==> src/rtl/idf_pkg.sv <==
`timescale 1ns / 1ps
// Shared types and constants for the integer divider with flags.
// Used by idf_div_step and integer_divider_with_flags; depends on nothing.
package idf_pkg;

    localparam int DVD_W  = 64;
    localparam int DVS_W  = 32;
    localparam int RES_W  = 32;
    localparam int NSTEPS = 32;

    // Request codes.
    localparam logic [1:0] OP_DIVU_W = 2'd0;
    localparam logic [1:0] OP_DIVS_W = 2'd1;
    localparam logic [1:0] OP_DIVU_L = 2'd2;
    localparam logic [1:0] OP_DIVS_L = 2'd3;

    // Status codes.
    localparam logic [1:0] ST_OK  = 2'd0;
    localparam logic [1:0] ST_DVZ = 2'd1;
    localparam logic [1:0] ST_OVF = 2'd2;

    // Flag bits.
    localparam int FLAG_N = 3;
    localparam int FLAG_Z = 2;
    localparam int FLAG_V = 1;
    localparam int FLAG_C = 0;

    localparam logic [RES_W-1:0] LIM_UW = 32'h0000_FFFF;
    localparam logic [RES_W-1:0] LIM_SW = 32'h0000_7FFF;
    localparam logic [RES_W-1:0] LIM_SL = 32'h7FFF_FFFF;

    // Word in flight through the divide pipeline.
    typedef struct packed {
        logic [DVS_W-1:0] rem;   // partial remainder
        logic [RES_W-1:0] lo;    // low dividend bits, quotient shifts in at bottom
        logic [DVS_W-1:0] dvs;   // divisor magnitude
        logic             word;
        logic             sgn;
        logic             na;    // dividend negative
        logic             nq;    // quotient negative
        logic             dvz;
        logic             ovf;   // quotient known too wide for 32 bits
    } t_work;

endpackage

==> src/rtl/idf_div_step.sv <==
`timescale 1ns / 1ps
// One restoring division step: shifts in one dividend bit, yields one quotient bit.
// Depends on idf_pkg.
module idf_div_step (
    input  idf_pkg::t_work i_w,
    output idf_pkg::t_work o_w
);
    import idf_pkg::*;

    logic [DVS_W:0] trial;
    logic [DVS_W:0] diff;
    logic           take;

    always_comb begin
        trial = {i_w.rem, i_w.lo[RES_W-1]};
        diff  = trial - {1'b0, i_w.dvs};
        take  = (trial >= {1'b0, i_w.dvs});
        o_w     = i_w;
        o_w.rem = take ? diff[DVS_W-1:0] : trial[DVS_W-1:0];
        o_w.lo  = {i_w.lo[RES_W-2:0], take};
    end

endmodule

==> config.mk <==
export PLATFORM = sky130hd
export DESIGN_NAME = idf_div_step
export DESIGN_NICKNAME = d
export VERILOG_FILES = /design/src/rtl/idf_pkg.sv /design/src/rtl/idf_div_step.sv
export SDC_FILE = /design/constraint.sdc
export NUM_CORES = 1
export LEC_CHECK = 0
export ABC_CLOCK_PERIOD_IN_PS = 13300
export BUFFER_PORTS_ARGS = -buffer_cell sky130_fd_sc_hd__buf_2
export CORE_MARGIN = 2
export CORE_UTILIZATION = 40
export DETAILED_ROUTE_END_ITERATION = 10
export PLACE_DENSITY = 0.79
export SYNTH_ARGS = -nofsm -noshare
export SYNTH_HDL_FRONTEND = slang
export SYNTH_SLANG_ARGS = --single-unit
==> constraint.sdc <==
create_clock -name vclk -period 13.3
set_input_delay 3.99 -clock vclk [all_inputs]
set_output_delay 3.99 -clock vclk [all_outputs]
set_load 0.01 [all_outputs]
==> results of run 1 <==
critical path, cell delays in order:
cell and delay [ns]:
sky130_fd_sc_hd__buf_2 0.09, sky130_fd_sc_hd__inv_1 0.04, sky130_fd_sc_hd__ha_1 0.41, sky130_fd_sc_hd__nand4_1 0.20
sky130_fd_sc_hd__nor3_1 0.36, sky130_fd_sc_hd__o211ai_1 0.22, sky130_fd_sc_hd__nor4b_4 0.20, sky130_fd_sc_hd__o21ai_2 0.18
sky130_fd_sc_hd__a31oi_4 0.13, sky130_fd_sc_hd__o21a_4 0.27, sky130_fd_sc_hd__inv_2 0.53, sky130_fd_sc_hd__mux2_2 0.42
sky130_fd_sc_hd__buf_2 0.14
placed cells by master (no fill, tap or decap), drive strengths merged, types with 2 or more instances in the layout:
cell	netlist	layout
a211oi	3	3
a21boi	3	3
a21o	9	9
a21oi	27	27
a221oi	2	2
a31o	3	3
a31oi	6	6
and2	2	2
and3	3	3
buf	74	130
ha	32	32
inv	41	41
mux2	29	29
mux2i	3	3
nand2	24	24
nand3	7	7
nand4	9	9
nor2	23	23
nor2b	6	6
nor3	6	6
nor3b	3	3
nor4	2	2
o2111ai	2	2
o211ai	3	3
o21a	5	5
o21ai	14	14
o21bai	4	4
o41ai	2	2
xnor2	18	18
xor2	8	8
final cells by class:
| type | count | area (sq um) | area share [%] |
|---|---|---|---|
| timing repair buffer | 130 | 651 | 21.5 |
| tap | 96 | 120 | 3.97 |
| inverter | 41 | 154 | 5.08 |
| multi-input combinational | 269 | 2100 | 69.5 |
power by group:
group          internal, W  total (W)  switching (W)
Combinational    0.0000837   0.000174      0.0000901
Clock                    0          0              0
Sequential               0          0              0
Total            0.0000837   0.000174      0.0000901
cell usage after synthesis (6+ instances only):
cell type                  number  area share, %
sky130_fd_sc_hd__nand2_1       24            3.2
sky130_fd_sc_hd__mux2_2        20            7.9
sky130_fd_sc_hd__nand3_1        7            1.2
sky130_fd_sc_hd__a21o_1         9            2.4
sky130_fd_sc_hd__mux2_4         9            4.7
sky130_fd_sc_hd__nor3_1         6            1.1
sky130_fd_sc_hd__xnor2_1       18            5.5
sky130_fd_sc_hd__clkbuf_1       9            1.2
sky130_fd_sc_hd__xor2_1         8            2.5
sky130_fd_sc_hd__o21ai_0       13            2.3
sky130_fd_sc_hd__nor2b_1        6            1.3
sky130_fd_sc_hd__ha_1          32             14
sky130_fd_sc_hd__nor2_1        23            3.0
sky130_fd_sc_hd__inv_1         40            5.3
sky130_fd_sc_hd__nand4_1        9            2.0
sky130_fd_sc_hd__a21oi_1       26            4.6
sky130_fd_sc_hd__buf_4         70             18
routing by layer:
layer  global-route usage (%)  up-vias  share of wire, %
met5                        0        -                 0
met4                     4.55        0               2.1
li1                         -     1397                 -
met1                     20.9     1221                43
met2                     30.5       95                49
met3                     1.21       18               6.1
worst max-delay path by stage:
stage	from	end	slack, ns	cells past startpoint
5_1_grt	i_w[16]	o_w[74]	1.88	13
4_1_cts	i_w[16]	o_w[72]	2.07	13
2_1_floorplan	i_w[13]	o_w[100]	2.90	13
3_5_place_dp	i_w[16]	o_w[72]	2.08	13
3_3_place_gp	i_w[17]	o_w[72]	2.15	13
6_report	i_w[16]	o_w[72]	2.12	13
kinds of logic (layout without fill, tap and decap cells):
family | Yosys count | count (layout)
adders and majority gates | 33 | 33
xor gates and xnor gates | 26 | 26
buffers and inverters | 124 | 171
AOI/OAI and AO/OA | 89 | 89
and+or+nand+nor | 89 | 89
muxes | 32 | 32
per-stage QoR:
step | cells | utilization, % | worst slack, ns | total power, W | hold WS (ns)
finish | 536 | 44.1 | 2.12 | 0.000174 | 7.98
global route | 536 | 44.1 | 1.88 | 0.000192 | 7.98
CTS | 536 | 44.1 | 2.07 | 0.000175 | 7.98
detailed placement | 536 | 44.1 | 2.08 | 0.000174 | 7.98
global placement | 536 | 44.1 | 2.15 | 0.000171 | 7.98
floorplan | 393 | - | 2.90 | 0.000141 | 8.07
==> results.yml, run 1 <==
floorplanning:
  fp.dieArea_sq_um: 7830
  chipHeight_um: 88.5
  core_region_area_sq_um: 6870
  row_count: 30
  die_w_um: 88.5
  num_io_pins: 204
  start_util_pct: 41.6
synthesis:
  synthCells: 393
  syn_area_sq_um: 2860
  netlist-cell-type-count: 51
  synth_compound_gate_area_share_pct: 21.4
  area_share_of_and_or_nand_nor_cells_after_synthesis_pct: 15.9
  post_synth_xor_area_fraction_pct: 7.97
  mappedNetlistNets: 528
  muxShareOfSynthArea_pct: 13.7
  average_cell_area_after_synthesis_sq_um: 7.27
  synth-adder-area-share_pct: 14.7
  synth_warnings: 0
  seq_area_frac_synth_pct: 0
  synth_top_family_by_area: "buffers and inverters"
power:
  ir_drop_mv: 0.0223
  powerDensity_nw_per_um2: 57.4
  static-leakage-power_nw: 1.63
sta:
  rsz_0062_raised_after_global_routing: "no"
  slew-limit-headroom_pct: 52.5
  setup-violations-final: 0
  worst_pin_slew_ns: 0.712
  finalCritPeriodShare_pct: 84.1
  fmax_mhz: 89.5
  setup_tns_ns: 0
  timing.final.hold_violations: 0
  layout_min_cycle_time_ns: 11.18
  timing.final.max_slew_violations: 0
critical_path:
  crit_required_ns: 9.31
  crit_type: "in2out"
  worst-path-max-fanout: 29
  worstSetupEndpointType: "primary output"
  timing.critical_path.from_type: "input pin"
  worst_ep_arrival_time_ns: 7.19
finish:
  finish.instance_area_sq_um: 3030
  layout-drive-gt1-share_pct: 38.9
  nFillCells: 696
  fin_nets: 577
  synthToLayoutAreaGrowth_pct: 5.96
  num-clock-buffers: 0
  design.seq.count: 0
  register_area_sq_um: 0
  antenna_diode_instance_count: 0
placed_design:
  place.gp.congestion: 0.857
  place_area_sq_um: 3030
  numPortBuffers: 130
  dpl.hpwl_mm: 5.99
grt:
  grt_pass1_wl_mm: 11.0
  global_route.overflow_total: 0
  grt_antenna_before_repair: 0
  grt_pass1_vias: 2586
  maximum_number_of_pins_on_one_net_before_global_route_repair: 30
  grt_util_all_layers_pct: 16.6
clock_tree:
  cts.repair_timing.setup_buffer_count: 0
  cts-resized-gates: 0
  cts_hold_buf: 0
worst_hold_path:
  timing.hold.worst.class: "in2out"
  min_delay_endpoint: "o_w[42]"
  whs_path_depth: 0
  holdCritStartpoint: "i_w[41]"
route:
  dr.first_iter.drc_count: 95
  route.detailed.vias_per_inst: 5.10
  route.vias.total: 2731
  dr.pass1.iters: 4
  detail_route.wirelength_mm: 6.85
  routedWlPerCell_um: 12.8
  final_antenna_net_count: 0
  drcViolationCount: 0
run_status:
  outcome: "completed"
flow_run:
  max_cap_viol_count: 0
Power figures use the tool's default switching activity.
==> inputs of run 2 (changes only) <==
ABC_CLOCK_PERIOD_IN_PS = 9600   (was 13300)
CORE_UTILIZATION = 39   (was 40)
PLACE_DENSITY = 0.8   (was 0.79)
clock period = 9.6 ns   (was 13.3 ns; I/O delays follow)
==> run 2 against run 1 <==
  * Sequential cell count unchanged
  * Critical path depth unchanged
  * Combinational power increased by 41%
  * Largest cell class unchanged
==> results.yml, run 2 (same netlist as run 1, synthesis figures left out) <==
sta:
  holdWs_ns: 5.76
  layout_min_cycle_time_ns: 8.88
  slew-limit-headroom_pct: 52.1
  timing.final.hold_violations: 0
  setup-violations-final: 0
  worst_pin_slew_ns: 0.717
  rsz_0062_raised_after_global_routing: "no"
  timing.final.max_slew_violations: 0
  fmax_mhz: 113
  post-route-worst-setup-slack_ns: 0.720
  finalCritPeriodShare_pct: 92.5
  setup_tns_ns: 0
finish:
  num-clock-buffers: 0
  register_area_sq_um: 0
  antenna_diode_instance_count: 0
  fin_nets: 578
  layout_commonest_cell: "sky130_fd_sc_hd__buf_2"
  finish.instance_area_sq_um: 3040
  multi_input_area_sq_um: 2100
  layout-drive-gt1-share_pct: 39.0
  layout.cells.most_common_list: "130 x sky130_fd_sc_hd__buf_2, 40 x sky130_fd_sc_hd__inv_1, 32 x sky130_fd_sc_hd__ha_1, 26 x sky130_fd_sc_hd__a21oi_1, 24 x sky130_fd_sc_hd__nand2_1"
  design.seq.count: 0
  nFillCells: 770
  synthToLayoutAreaGrowth_pct: 6.35
power:
  ir_drop_mv: 0.0363
  powerDensity_nw_per_um2: 80.8
  post-layout-total-power_w: 0.000245
  static-leakage-power_nw: 1.63
critical_path:
  worst_ep_arrival_time_ns: 6.00
  worst_setup_path_startpoint: "i_w[16]"
  crit_end: "o_w[89]"
  worstSetupEndpointType: "primary output"
  crit_type: "in2out"
  crit_required_ns: 6.72
  timing.critical_path.from_type: "input pin"
  worst-path-max-fanout: 29
floorplanning:
  chipHeight_um: 89.6
  fp.dieArea_sq_um: 8020
  die_w_um: 89.6
  core_region_area_sq_um: 7180
  row_count: 31
  num_io_pins: 204
  start_util_pct: 39.8
route:
  route.vias.total: 2869
  detail_route.wirelength_mm: 7.63
  dr.pass1.iters: 4
  route.detailed.vias_per_inst: 5.31
  final_antenna_net_count: 0
  routedWlPerCell_um: 14.1
  drcViolationCount: 0
  dr.first_iter.drc_count: 123
grt:
  grt_util_all_layers_pct: 17.7
  grt_pass1_wl_mm: 11.7
  grt_pass1_vias: 2753
  global_route.overflow_total: 0
  maximum_number_of_pins_on_one_net_before_global_route_repair: 30
  grt_antenna_before_repair: 0
placed_design:
  placement.setup.worst_slack_ns: 0.749
  place_area_sq_um: 3040
  numPortBuffers: 130
  place.gp.congestion: 1.01
  dpl.hpwl_mm: 6.65
clock_tree:
  cts_hold_buf: 0
  cts.repair_timing.setup_buffer_count: 0
  cts-resized-gates: 0
flow_run:
  max_cap_viol_count: 0
run_status:
  outcome: "completed"
worst_hold_path:
  timing.hold.worst.class: "in2out"
  holdCritStartpoint: "i_w[44]"
[run 2: worst max-delay path, stage by stage]
cell and delay, ns:
sky130_fd_sc_hd__buf_2 0.09, sky130_fd_sc_hd__inv_1 0.04, sky130_fd_sc_hd__ha_1 0.39, sky130_fd_sc_hd__nand4_1 0.23, sky130_fd_sc_hd__nor3_1 0.33, sky130_fd_sc_hd__o211ai_1 0.19, sky130_fd_sc_hd__nor4b_4 0.18, sky130_fd_sc_hd__o21ai_2 0.18
sky130_fd_sc_hd__a31oi_4 0.13, sky130_fd_sc_hd__o21a_4 0.27, sky130_fd_sc_hd__inv_2 0.53, sky130_fd_sc_hd__mux2_2 0.42, sky130_fd_sc_hd__buf_2 0.14
[run 2: power by group]
group / switching, W / internal (W)
Combinational: 0.000129 / 0.000117
Clock: 0 / 0
Sequential: 0 / 0
[run 2: final cells by class]
| type | instances | area share [%] |
|---|---|---|
| Tap cell | 99 | 4.08 |
| Multi-Input combinational cell | 269 | 69.2 |
| Timing Repair Buffer | 131 | 21.7 |
| Inverter | 41 | 5.07 |
[run 2: worst min path at each step]
stage                          to  cells past startpoint
after global placement     o_w[2]                      0
after floorplan            o_w[0]                      1
after CTS                  o_w[2]                      0
after global routing      o_w[39]                      0
after detailed placement   o_w[2]                      0
final                     o_w[45]                      0
[run 2: stage by stage]
step | util [%] | std cells
floorplan | - | 393
global placement | 42.3 | 540
detailed placement | 42.3 | 540
CTS | 42.3 | 540
global route | 42.3 | 540
finish | 42.3 | 540
[run 2: per-layer routing]
metal  GRT usage [%]  vias to the layer above  share of wire [%]
met5               0                        -                  0
met4            5.29                        0                3.1
met3            1.37                       34                6.0
met1            19.7                     1303                 39
li1                -                     1401                  -
met2            35.0                      131                 51
